--- src/txdrt_pkg.sv ---
`default_nettype none
// ----------------------------------------------------------------------------
// Transmit descriptor ring tracker package
// Ring geometry, frame limits, request and status codes and the layout of one
// descriptor slot as it is kept in the slot memory.
// ----------------------------------------------------------------------------
package txdrt_pkg;

   // Ring geometry.
   localparam int RING_DEPTH = 64;
   localparam int IDX_W      = (RING_DEPTH > 1) ? $clog2(RING_DEPTH) : 1;
   localparam int N_W        = IDX_W + 1;

   // Field widths of the request and response ports.
   localparam int CSR_W      = 7;
   localparam int LEN_IN_W   = 16;
   localparam int LEN_W      = 11;
   localparam int WORD_W     = 16;
   localparam int PORT_W     = 6;
   localparam int SLOT_W     = 6;
   localparam int PKTS_W     = 6;
   localparam int BYTES_W    = 17;
   localparam int FREE_W     = 6;
   localparam int ACC_W      = LEN_W + N_W;

   // Frame length limits in bytes.
   localparam int MIN_FRAME  = 60;
   localparam int MAX_FRAME  = 1518;

   // Request operations.
   typedef enum logic [1:0] {
      OP_SUBMIT  = 2'd0,
      OP_HW_DONE = 2'd1,
      OP_RECLAIM = 2'd2,
      OP_RESET   = 2'd3
   } op_type;

   // Response status codes.
   typedef enum logic [1:0] {
      STATUS_OK      = 2'd0,
      STATUS_INVALID = 2'd1,
      STATUS_FULL    = 2'd2
   } status_type;

   // One descriptor slot: ownership, buffer held and unpadded length.
   typedef struct packed {
      logic             owned;
      logic             held;
      logic [LEN_W-1:0] len;
   } slot_entry_type;

endpackage
`default_nettype wire

--- src/tx_descriptor_ring_tracker.sv ---
`default_nettype none
// ----------------------------------------------------------------------------
// Transmit descriptor ring tracker
// Producer and consumer bookkeeping for a transmit descriptor ring, with the
// per-slot ownership, buffer and length state kept in one slot memory.
// ----------------------------------------------------------------------------
// Usage:
//   A request (req_op and its fields) is taken at a clock edge where start is
//   high and busy is low. Every request gives exactly one response, shown on
//   the rsp_ ports for one cycle while rsp_valid is high. The receiver cannot
//   hold a response off; it must take it in that cycle.
//   The slot memory has one write and one registered read port, and every
//   request walks a small sequencer around it, so requests are handled one at
//   a time. The states each request passes before its response:
//     submit      fill the producer slot, then finish
//     hw done     read, modify, write back when the index is in range, then finish
//     reset ring  clear, then finish
//     reclaim     check and evaluate per slot walked until the producer, a full
//                 lap or a slot hardware owns (one memory read per slot visited).
//   busy drops in the response cycle, so the next request may start there.
//   csr_ring_slots is written whenever csr_write_en is high, with no wait.
//   Reset returns the ring to empty with ring_slots at 64 and needs no
//   clearing pass: one valid bit per slot marks the entries in use.
// ----------------------------------------------------------------------------
module tx_descriptor_ring_tracker
   import txdrt_pkg::*;
(
   input  wire logic                clock,
   input  wire logic                reset,
   // Request channel
   input  wire logic                start,
   output logic                     busy,
   input  wire logic [1:0]          req_op,
   input  wire logic [LEN_IN_W-1:0] req_frame_len,
   input  wire logic                req_has_buffer,
   input  wire logic [WORD_W-1:0]   req_vlan_id,
   input  wire logic [WORD_W-1:0]   req_port_mask,
   input  wire logic [WORD_W-1:0]   req_desc_flag_bits,
   input  wire logic [SLOT_W-1:0]   req_slot_index,
   // Response channel
   output logic                     rsp_valid,
   output logic [1:0]               rsp_status,
   output logic                     rsp_empty_before,
   output logic [SLOT_W-1:0]        rsp_slot,
   output logic [LEN_W-1:0]         rsp_desc_len,
   output logic [WORD_W-1:0]        rsp_desc_vlan,
   output logic [PORT_W-1:0]        rsp_desc_ports,
   output logic [WORD_W-1:0]        rsp_desc_flags,
   output logic [PKTS_W-1:0]        rsp_reclaimed_pkts,
   output logic [BYTES_W-1:0]       rsp_reclaimed_bytes,
   output logic [FREE_W-1:0]        rsp_free_slots,
   // Configuration
   input  wire logic                csr_write_en,
   input  wire logic [CSR_W-1:0]    csr_ring_slots
);

   localparam int SW     = N_W + 2;
   localparam int CLAMPW = CSR_W + N_W;

   typedef enum logic [7:0] {
      ST_IDLE     = 8'b0000_0001,
      ST_SUBMIT   = 8'b0000_0010,
      ST_DONE_RD  = 8'b0000_0100,
      ST_DONE_WR  = 8'b0000_1000,
      ST_RC_CHECK = 8'b0001_0000,
      ST_RC_EVAL  = 8'b0010_0000,
      ST_CLEAR    = 8'b0100_0000,
      ST_FINISH   = 8'b1000_0000
   } state_type;

   // Control state
   state_type              state_ff, state_in;
   logic [IDX_W-1:0]       prod_ff, prod_in;
   logic [IDX_W-1:0]       cons_ff, cons_in;
   logic [IDX_W-1:0]       last_ff, last_in;
   logic [RING_DEPTH-1:0]  valid_ff, valid_in;
   logic [CSR_W-1:0]       ring_slots_ff, ring_slots_in;
   logic                   rsp_valid_ff, rsp_valid_in;

   // Latched request fields
   op_type                 op_ff, op_in;
   logic [LEN_IN_W-1:0]    len_ff, len_in;
   logic                   has_buf_ff, has_buf_in;
   logic [WORD_W-1:0]      vlan_ff, vlan_in;
   logic [PORT_W-1:0]      ports_ff, ports_in;
   logic [WORD_W-1:0]      flags_ff, flags_in;
   logic [SLOT_W-1:0]      sidx_ff, sidx_in;

   // Reclaim walk counters
   logic [N_W-1:0]         steps_ff, steps_in;
   logic [N_W-1:0]         pkts_ff, pkts_in;
   logic [ACC_W-1:0]       bytes_ff, bytes_in;

   // Response registers
   status_type             status_ff, status_in;
   logic                   empty_before_ff, empty_before_in;
   logic [SLOT_W-1:0]      slot_ff, slot_in;
   logic [LEN_W-1:0]       dlen_ff, dlen_in;
   logic [WORD_W-1:0]      dvlan_ff, dvlan_in;
   logic [PORT_W-1:0]      dports_ff, dports_in;
   logic [WORD_W-1:0]      dflags_ff, dflags_in;
   logic [PKTS_W-1:0]      rpkts_ff, rpkts_in;
   logic [BYTES_W-1:0]     rbytes_ff, rbytes_in;
   logic [FREE_W-1:0]      free_ff, free_in;

   // Slot memory
   slot_entry_type         slot_mem [RING_DEPTH];
   slot_entry_type         slot_rd_ff;
   logic                   mem_we;
   logic [IDX_W-1:0]       mem_waddr;
   slot_entry_type         mem_wdata;
   logic [IDX_W-1:0]       mem_raddr;

   // Helpers
   logic [CLAMPW-1:0]      slots_ext;
   logic [N_W-1:0]         n_slots;
   logic [N_W-1:0]         prod_inc, cons_inc;
   logic [IDX_W-1:0]       prod_next, cons_next;
   logic [LEN_IN_W-1:0]    padded;
   logic                   frame_bad;
   logic                   ring_full;
   logic [IDX_W+SLOT_W-1:0] sidx_ext;
   logic                   sidx_ok;
   logic [IDX_W-1:0]       sidx_idx;
   logic                   cons_owned, cons_held;
   logic signed [SW-1:0]   used_s;
   logic signed [SW-1:0]   n_s;
   logic [SW-1:0]          free_w;
   logic [N_W+FREE_W-1:0]  free_ext;
   logic [N_W+PKTS_W-1:0]  pkts_ext;
   logic [ACC_W+BYTES_W-1:0] bytes_ext;
   logic [IDX_W+SLOT_W-1:0] last_ext;

   localparam logic signed [SW-1:0] MINUS_ONE = '1;

   // Slot count in use, clamped to 2..RING_DEPTH.
   assign slots_ext = CLAMPW'(ring_slots_ff);
   always_comb begin
      if (slots_ext < CLAMPW'(2)) begin
         n_slots = N_W'(2);
      end else if (slots_ext > CLAMPW'(RING_DEPTH)) begin
         n_slots = N_W'(RING_DEPTH);
      end else begin
         n_slots = slots_ext[N_W-1:0];
      end
   end

   // Index advance with wrap at the slot count.
   assign prod_inc  = N_W'(prod_ff) + N_W'(1);
   assign cons_inc  = N_W'(cons_ff) + N_W'(1);
   assign prod_next = (prod_inc >= n_slots) ? '0 : prod_inc[IDX_W-1:0];
   assign cons_next = (cons_inc >= n_slots) ? '0 : cons_inc[IDX_W-1:0];

   // Submit checks.
   assign padded    = (len_ff < LEN_IN_W'(MIN_FRAME)) ? LEN_IN_W'(MIN_FRAME) : len_ff;
   assign frame_bad = !has_buf_ff || (len_ff == '0) || (padded > LEN_IN_W'(MAX_FRAME));
   assign ring_full = (prod_next == cons_ff);

   // Hardware-done slot index, range checked against the ring depth.
   assign sidx_ext = (IDX_W + SLOT_W)'(sidx_ff);
   assign sidx_ok  = sidx_ext < (IDX_W + SLOT_W)'(RING_DEPTH);
   assign sidx_idx = sidx_ext[IDX_W-1:0];

   // Slot at the consumer; an entry without its valid bit reads as empty.
   assign cons_owned = valid_ff[cons_ff] && slot_rd_ff.owned;
   assign cons_held  = valid_ff[cons_ff] && slot_rd_ff.held;

   // Memory read address: the returned slot for hardware done, else consumer.
   assign mem_raddr = (op_ff == OP_HW_DONE) ? sidx_idx : cons_ff;

   // Free slot count; a consumer past the slot count can make the span negative.
   assign n_s = signed'(SW'(n_slots));
   always_comb begin
      if (prod_ff >= cons_ff) begin
         used_s = signed'(SW'(prod_ff)) - signed'(SW'(cons_ff));
      end else begin
         used_s = n_s + signed'(SW'(prod_ff)) - signed'(SW'(cons_ff));
      end
   end
   always_comb begin
      if (used_s == MINUS_ONE) begin
         free_w = SW'(n_slots);
      end else if (used_s < MINUS_ONE) begin
         free_w = '0;
      end else if (used_s + signed'(SW'(1)) >= n_s) begin
         free_w = '0;
      end else begin
         free_w = unsigned'(n_s - signed'(SW'(1)) - used_s);
      end
   end

   // Saturation of the response counts to their port widths.
   assign free_ext  = (N_W + FREE_W)'(free_w[N_W-1:0]);
   assign pkts_ext  = (N_W + PKTS_W)'(pkts_ff);
   assign bytes_ext = (ACC_W + BYTES_W)'(bytes_ff);
   assign last_ext  = (IDX_W + SLOT_W)'(last_ff);

   // Sequencer and next-state logic.
   always_comb begin
      state_in      = state_ff;
      prod_in       = prod_ff;
      cons_in       = cons_ff;
      last_in       = last_ff;
      valid_in      = valid_ff;
      ring_slots_in = csr_write_en ? csr_ring_slots : ring_slots_ff;
      rsp_valid_in  = 1'b0;
      op_in         = op_ff;
      len_in        = len_ff;
      has_buf_in    = has_buf_ff;
      vlan_in       = vlan_ff;
      ports_in      = ports_ff;
      flags_in      = flags_ff;
      sidx_in       = sidx_ff;
      steps_in      = steps_ff;
      pkts_in       = pkts_ff;
      bytes_in      = bytes_ff;
      status_in     = status_ff;
      empty_before_in = empty_before_ff;
      slot_in       = slot_ff;
      dlen_in       = dlen_ff;
      dvlan_in      = dvlan_ff;
      dports_in     = dports_ff;
      dflags_in     = dflags_ff;
      rpkts_in      = rpkts_ff;
      rbytes_in     = rbytes_ff;
      free_in       = free_ff;
      mem_we        = 1'b0;
      mem_waddr     = prod_ff;
      mem_wdata     = '0;

      case (state_ff)
         ST_IDLE: begin
            if (start) begin
               op_in        = op_type'(req_op);
               len_in       = req_frame_len;
               has_buf_in   = req_has_buffer;
               vlan_in      = req_vlan_id;
               ports_in     = req_port_mask[PORT_W-1:0];
               flags_in     = req_desc_flag_bits;
               sidx_in      = req_slot_index;
               steps_in     = '0;
               pkts_in      = '0;
               bytes_in     = '0;
               status_in    = STATUS_OK;
               empty_before_in = 1'b0;
               dlen_in      = '0;
               dvlan_in     = '0;
               dports_in    = '0;
               dflags_in    = '0;
               rpkts_in     = '0;
               rbytes_in    = '0;
               case (op_type'(req_op))
                  OP_SUBMIT:  state_in = ST_SUBMIT;
                  OP_HW_DONE: state_in = ST_DONE_RD;
                  OP_RECLAIM: state_in = ST_RC_CHECK;
                  OP_RESET:   state_in = ST_CLEAR;
                  default:    state_in = ST_CLEAR;
               endcase
            end
         end

         // Fill the producer slot and hand it to hardware.
         ST_SUBMIT: begin
            if (frame_bad) begin
               status_in = STATUS_INVALID;
            end else if (ring_full) begin
               status_in = STATUS_FULL;
            end else begin
               empty_before_in   = (prod_ff == cons_ff);
               last_in           = prod_ff;
               mem_we            = 1'b1;
               mem_waddr         = prod_ff;
               mem_wdata.owned   = 1'b1;
               mem_wdata.held    = 1'b1;
               mem_wdata.len     = len_ff[LEN_W-1:0];
               valid_in[prod_ff] = 1'b1;
               prod_in           = prod_next;
               dlen_in           = padded[LEN_W-1:0];
               dvlan_in          = vlan_ff;
               dports_in         = ports_ff;
               dflags_in         = flags_ff;
            end
            state_in = ST_FINISH;
         end

         // The returned slot is being read.
         ST_DONE_RD: begin
            state_in = sidx_ok ? ST_DONE_WR : ST_FINISH;
         end

         // Write a valid slot back with its ownership bit cleared.
         ST_DONE_WR: begin
            if (valid_ff[sidx_idx]) begin
               mem_we          = 1'b1;
               mem_waddr       = sidx_idx;
               mem_wdata       = slot_rd_ff;
               mem_wdata.owned = 1'b0;
            end
            state_in = ST_FINISH;
         end

         // Stop at the producer or after a full lap, else read the consumer slot.
         ST_RC_CHECK: begin
            if ((cons_ff == prod_ff) || (steps_ff == N_W'(RING_DEPTH))) begin
               state_in = ST_FINISH;
            end else begin
               state_in = ST_RC_EVAL;
            end
         end

         // Free the consumer slot unless hardware still owns it.
         ST_RC_EVAL: begin
            if (cons_owned) begin
               state_in = ST_FINISH;
            end else begin
               if (cons_held) begin
                  pkts_in           = pkts_ff + N_W'(1);
                  bytes_in          = bytes_ff + ACC_W'(slot_rd_ff.len);
                  valid_in[cons_ff] = 1'b0;
               end
               cons_in  = cons_next;
               steps_in = steps_ff + N_W'(1);
               state_in = ST_RC_CHECK;
            end
         end

         // Empty the ring: dropping every valid bit clears ownership and buffers.
         ST_CLEAR: begin
            valid_in = '0;
            prod_in  = '0;
            cons_in  = '0;
            last_in  = '0;
            state_in = ST_FINISH;
         end

         // Load the remaining response fields and raise the strobe.
         ST_FINISH: begin
            slot_in  = last_ext[SLOT_W-1:0];
            free_in  = (free_ext > (N_W + FREE_W)'(2 ** FREE_W - 1)) ?
                       '1 : free_ext[FREE_W-1:0];
            rpkts_in = (pkts_ext > (N_W + PKTS_W)'(2 ** PKTS_W - 1)) ?
                       '1 : pkts_ext[PKTS_W-1:0];
            rbytes_in = (bytes_ext > (ACC_W + BYTES_W)'(2 ** BYTES_W - 1)) ?
                        '1 : bytes_ext[BYTES_W-1:0];
            rsp_valid_in = 1'b1;
            state_in     = ST_IDLE;
         end

         default: begin
            state_in = ST_IDLE;
         end
      endcase
   end

   // Control registers.
   always_ff @(posedge clock) begin
      if (reset) begin
         state_ff      <= ST_IDLE;
         prod_ff       <= '0;
         cons_ff       <= '0;
         last_ff       <= '0;
         valid_ff      <= '0;
         ring_slots_ff <= CSR_W'(64);
         rsp_valid_ff  <= 1'b0;
      end else begin
         state_ff      <= state_in;
         prod_ff       <= prod_in;
         cons_ff       <= cons_in;
         last_ff       <= last_in;
         valid_ff      <= valid_in;
         ring_slots_ff <= ring_slots_in;
         rsp_valid_ff  <= rsp_valid_in;
      end
   end

   // Payload registers.
   always_ff @(posedge clock) begin
      op_ff        <= op_in;
      len_ff       <= len_in;
      has_buf_ff   <= has_buf_in;
      vlan_ff      <= vlan_in;
      ports_ff     <= ports_in;
      flags_ff     <= flags_in;
      sidx_ff      <= sidx_in;
      steps_ff     <= steps_in;
      pkts_ff      <= pkts_in;
      bytes_ff     <= bytes_in;
      status_ff    <= status_in;
      empty_before_ff <= empty_before_in;
      slot_ff      <= slot_in;
      dlen_ff      <= dlen_in;
      dvlan_ff     <= dvlan_in;
      dports_ff    <= dports_in;
      dflags_ff    <= dflags_in;
      rpkts_ff     <= rpkts_in;
      rbytes_ff    <= rbytes_in;
      free_ff      <= free_in;
   end

   // Slot memory: one write port, one registered read port.
   always_ff @(posedge clock) begin
      if (mem_we) begin
         slot_mem[mem_waddr] <= mem_wdata;
      end
      slot_rd_ff <= slot_mem[mem_raddr];
   end

   // Outputs.
   assign busy                = (state_ff != ST_IDLE);
   assign rsp_valid           = rsp_valid_ff;
   assign rsp_status          = status_ff;
   assign rsp_empty_before    = empty_before_ff;
   assign rsp_slot            = slot_ff;
   assign rsp_desc_len        = dlen_ff;
   assign rsp_desc_vlan       = dvlan_ff;
   assign rsp_desc_ports      = dports_ff;
   assign rsp_desc_flags      = dflags_ff;
   assign rsp_reclaimed_pkts  = rpkts_ff;
   assign rsp_reclaimed_bytes = rbytes_ff;
   assign rsp_free_slots      = free_ff;

endmodule
`default_nettype wire

--- config.mk ---
export PLATFORM = sky130hd
export DESIGN_NAME = tx_descriptor_ring_tracker
export DESIGN_NICKNAME = d
export VERILOG_FILES = /design/src/txdrt_pkg.sv /design/src/tx_descriptor_ring_tracker.sv
export SDC_FILE = /design/constraint.sdc
export NUM_CORES = 2
export LEC_CHECK = 0
export BUFFER_PORTS_ARGS = -buffer_cell sky130_fd_sc_hd__buf_2
export CORE_ASPECT_RATIO = 0.7
export CORE_MARGIN = 2
export CORE_UTILIZATION = 45
export CTS_BUF_LIST = sky130_fd_sc_hd__clkbuf_8
export DETAILED_ROUTE_END_ITERATION = 10
export SYNTH_ARGS = -nofsm -noshare
export SYNTH_HDL_FRONTEND = slang
export SYNTH_SLANG_ARGS = --single-unit
--- constraint.sdc ---
create_clock -name clock -period 19.2 [get_ports clock]
set_clock_uncertainty 0.1 [all_clocks]
set_input_delay 2.88 -clock clock [delete_from_list [all_inputs] [get_ports clock]]
set_output_delay 2.88 -clock clock [all_outputs]
set_load 0.02 [all_outputs]
======== Word level (Yosys, flattened, before mapping) ========
Memories as Yosys holds them, arrays and structs flattened. A register that Yosys moved wholly into a read port is not among the register bits.
Cells that the tools add are included.
storage, ports and cells
  memories ................................ 1
  logic and storage cells ................. 198
  bits in writable memories ............... 832
  register bits ........................... 280
  bits of input ports ..................... 84
memories
  name      depth  width  rd ports  clocked after memory_dff  wr ports  RTL line                           source
  slot_mem  64     13     1         1                         1         tx_descriptor_ring_tracker.sv:107  slot_entry_type slot_mem [RING_DEPTH];
operators by class
  mux-type cells .......................... 88
  add/sub/neg operators ................... 11
  equal/unequal tests ..................... 24
  magnitude comparators ................... 18
  reductions and logical operators ........ 26
  bitwise operators ....................... 3
operators by type and width
  cell                  count
  $mux W64              4
  $pmux W64 S3          1
  $mux W16              6
  $mux W6               14
  $and A64 B64 Y64      1
  $not A64 Y64          1
  $or A64 B64 Y64       1
  $pmux W16 S2          2
  $mux W7               9
  $pmux W6 S2           5
  $mux W18              3
  $pmux W8 S5           1
  $pmux W18 S2          1
  $mux W17              2
  $pmux W17 S2          1
  $mux W11              3
  $mux W8               4
  $pmux W8 S4           1
  $lt A6 B7 Y1 const B  4
  $pmux W7 S2           2
  $mux W13              2
  $pmux W13 S2          1
  $pmux W11 S2          1
  $add A18 B11 Y18      1
  other kinds (55)      99

======== Depth between registers and ports, before layout ========
  depth after elaboration ................. 12
  mapped depth ............................ 23
  depth with buffers taken out ............ 23

======== Worst setup path after synthesis ========
Ideal clock, no wire load.
  path kind ............................... register to register
  from .................................... register prod_ff[1]
  to ...................................... memory slot_mem[0][10] in the netlist's numbering, data pin
  path buffers ............................ 4
  cell stages (with the launch flop) ...... 16
  data arrival time ....................... 5.703 ns
  slack ................................... 12.695 ns
  library setup time ...................... 0.702 ns
  path through ............................ dfxtp_1 ha_1 clkbuf_1 nand2_1 o21ai_0 nand2_1 ha_1 and4_1 a221oi_1 clkbuf_1 a211o_1 a222oi_1 nand2b_1 buf_4 clkbuf_1 o21ai_0
RTL lines
  item                      RTL line                           source
  start: declaration        tx_descriptor_ring_tracker.sv:73   logic [IDX_W-1:0] prod_ff, prod_in;
  start signal: assignment  tx_descriptor_ring_tracker.sv:367  prod_ff <= prod_in;
  end: declaration          tx_descriptor_ring_tracker.sv:107

======== Worst setup path in the final report ========
  from .................................... register prod_ff[2]
  to ...................................... memory slot_mem[11][6] in the netlist's numbering, enable pin
on the way
  cells in the longest elaborated chain, start to end .. 9
ends and longest elaborated chain
  item                           RTL line                           source
  $add A6 B1 Y7                  tx_descriptor_ring_tracker.sv:149  assign prod_inc = N_W'(prod_ff) + N_W'(1);
  $ge A7 B7 Y1                   tx_descriptor_ring_tracker.sv:151  assign prod_next = (prod_inc >= n_slots) ? '0 : prod_inc[IDX_W-1:0];
  $mux W6                        tx_descriptor_ring_tracker.sv:151
  $eq A6 B6 Y1                   tx_descriptor_ring_tracker.sv:157  assign ring_full = (prod_next == cons_ff);
  $mux W1                        tx_descriptor_ring_tracker.sv:266  end else if (ring_full) begin
  $mux W1                        tx_descriptor_ring_tracker.sv:264  if (frame_bad) begin
  $pmux W1 S2                    tx_descriptor_ring_tracker.sv:231  case (state_ff)
  $mux W1                        tx_descriptor_ring_tracker.sv:402  if (mem_we) begin
  $mux W1 (not written as such)  tx_descriptor_ring_tracker.sv:403  slot_mem[mem_waddr] <= mem_wdata;
Several ways; a longest one is shown, not always the timed one.

==> run metrics <==
Slowest cell on crit path dfxtp_1; Sink Count 1,125; Longest Clk Path Bufs 3; Peak supply drop 0.05963 mV; DRT iter0 DRCs 3,246; layout cells sized above 1 22.77%; hold worst-path end rsp_slot[5]; power per cell area 92.14 mW/mm^2; CP startpoint kind flop; Post-synth EDFFs 1,014; vias in the first global route 28.55k; HP Class reg2reg; GR peak layer met1; Slew @ Worst Pin 1.363 ns; Seq/Total Area, Yosys 68.58%; endpoints failing hold 0; RD Place Congestion 0.8957; syn nets 3,174; setup TNS 0 ns; FMAX 142.7 MHz; Final Cell Area 0.05379 mm^2; crit end category flop; WS Path Type reg2reg; WP data arrival 7.49 ns; RSZ-0062 raised after global routing no; Place WS 12.32 ns; met3 Use GR 5.101%; DRT Pass-1 Iters 5; first-pass GRT wire length 182,800 um; DIE WIDTH 392.9 um; Final ANT Viol Nets 0; die span in y 276.2 um; Core ar. 0.1045 mm^2; post-DR wirelength/cell 25.50 um; R2R setup slack 12.19 ns; Synth Instances 3,020; die footprint 0.1085 mm^2; worst-path cell chain nand3_2 -> o21a_1 -> or2_2 -> ha_1 -> a21oi_1 -> nand2_1 -> a221oi_1 -> buf_4 -> o21ai_0 -> a222oi_1 -> buf_4 -> nand2b_1 -> buf_4 -> clkinv_2 -> buf_4 -> a32oi_2 -> nor2_1 -> buf_4; fin crit share 36.50%; met2 Use GR 33.04%; GR Util met1 34.02%; WHS Path Cells 0; vias per cell 5.873; WL final 123,900 um; total track usage 22.69%; placed instance area 0.05062 mm^2; crit-path max FO 58; largest net degree at the start of global routing 108; Reg2Reg Depth 18; total global routing overflow 0; Num CTS Buffers 166; initial antenna violation count 4; most frequent cells in the layout edfxtp_1 (1,014), mux4_2 (234), nor2_1 (226); LEAKAGE 17.20 nW; final worst slack 12.19 ns; synth warn 0; fraction of registers with async set/reset 0%; row cnt 99; commonest non-fill, non-tap cell in the layout edfxtp_1; via count 28.54k; Slew Viols, Final 0; Root Buffer clkbuf_8; final setup fails 0; status finished clean; CTS resizes 0; HP Start last_ff[5]; Top FF cell, synth edfxtp_1; Synth Area per Inst 15.77 um^2; FF-to-FF End slot_mem[11][6]; hold buffers post-CTS 0; MaxCap Viol Count 0; DRC Markers 0; post-DP HPWL 75,600 um; post-route minimum period 7.007 ns; setup bufs post-CTS 0; CP required 19.68 ns; Cell Area, Synth 0.04764 mm^2; worst skew pair latency 0.85 ns; post-synth cell types 78; PortBufs 162; RR Startpoint prod_ff[2]; Worst-path clk slew 0.07 ns; Slew headroom 8.356%; # IOs 173; area delta synth->final 12.91%; # nets final 3,457; Synth Register Bits 1,125; Max stage delay on crit path 0.80 ns; maximum level of the CTS H-tree 4; Starting Density 45.57%; TritonCTS clock tree done; Top cell by count, worst path buf_4
cell type report:
class                           instances  area, um^2
Tap cell                             1414        1769
Sequential cell                      1125       32670
Fill cell                            8694       50750
Clock inverter                        131       725.7
Antenna cell                            2       5.005
Inverter                              107       402.9
Clock buffer                          177        2436
Timing Repair Buffer                  281        1767
Multi-Input combinational cell       1622       14010
cells in the mapped netlist, types with 7 or more instances:
library cell  count  area, um^2
a21o_1           11       82.58
edfxtp_1       1014       30450
mux2i_1          19       190.2
clkbuf_1        104       390.4
buf_1            18       67.56
o21a_1            8       60.06
buf_2            40       200.2
a211oi_1         78       585.6
xor2_1           16       140.1
and3_1           16       100.1
o21ai_0          49       245.2
fa_1              9       180.2
xnor2_1          33       289.0
nor2_1          226       848.3
a311oi_1         26       227.7
a22o_1           11       96.34
a31oi_1          35       219.0
nand4_1           8       50.05
ha_1             61       763.2
a21oi_1         141       705.7
a221oi_1          8       70.07
nor3b_1           8       60.06
nand2b_1          7       43.79
dfxtp_1         111        2222
mux4_2          234        5270
nand3b_1         14       105.1
o211ai_1         13       97.59
nor4_1           12       75.07
nand3_1          47       235.2
nand2_1         221       829.6
a21boi_0          8       60.06
or3_1            10       62.56
and2_1          108       675.7
nor2b_1          15       93.84
o221ai_1         49       429.2
nor3_1           32       160.2
inv_1           103       386.6
worst max-delay path by stage:
| stage | start | to | slack (ns) | cells past startpoint |
|---|---|---|---|---|
| after floorplan | prod_ff[1] | slot_mem[0][10] | 12.70 | 15 |
| after global placement | prod_ff[2] | slot_mem[11][10] | 12.45 | 18 |
| after detailed placement | prod_ff[2] | slot_mem[11][8] | 12.32 | 18 |
| after CTS | prod_ff[2] | slot_mem[11][5] | 12.28 | 18 |
| after global routing | prod_ff[2] | slot_mem[11][4] | 11.86 | 18 |
| final | prod_ff[2] | slot_mem[11][6] | 12.19 | 18 |
logic make-up (layout without fill, tap and decap cells):
logic type | after synthesis | count (layout) | synth area share, %
AND/OR/NAND/NOR | 751 | 751 | 7.470
XOR/XNOR | 49 | 49 | 0.9009
multiplexers | 258 | 258 | 11.58
adder cells (fa/ha/maj) | 70 | 70 | 1.980
flip-flops | 1125 | 1125 | 68.58
buffers and inverters | 273 | 696 | 2.303
AO/OA/AOI/OAI | 494 | 494 | 7.186
other | 0 | 2 | 0
registers in the layout, summed over array words and instances, names as in the netlist, 11 cells and up:
| name | cells |
|---|---|
| len_ff | 16 |
| valid_ff | 64 |
| rsp_desc_flags | 16 |
| slot_mem | 832 |
| rsp_desc_vlan | 16 |
| flags_ff | 16 |
| rsp_reclaimed_bytes | 17 |
| slot_rd_ff | 13 |
| bytes_ff | 18 |
| rsp_desc_len | 11 |
| vlan_ff | 16 |
per-layer routing:
layer,part of all wire (%),routed length (um)
met3,9.4,11700
met2,44,54520
met1,44,54880
met4,2.2,2779
met5,0,0
power breakdown:
group / switching, mW / internal (mW)
Combinational: 0.231 / 0.129
Sequential: 0.0374 / 2.69
Clock: 0.937 / 0.927
Total: 1.21 / 3.75
worst max-delay path: cells and delay by family (launching register included):
kind,cells,cell delay (ns)
compound gates,6,2.09
simple gates,5,1.19
buf+inv,6,2.19
fa+ha+maj,1,0.31
flops,1,0.80
through the flow:
step	power [mW]	hold slack (ns)	utilization, %	std cells
floorplan	3.014	0.3001	-	3020
global placement	3.136	0.3115	48.42	4549
detailed placement	3.144	0.3116	48.42	4549
CTS	5.005	0.3288	51.45	4857
global route	5.142	0.3514	51.45	4858
finish	4.956	0.3318	51.45	4859
No activity file was read; power rests on OpenSTA's default activity.
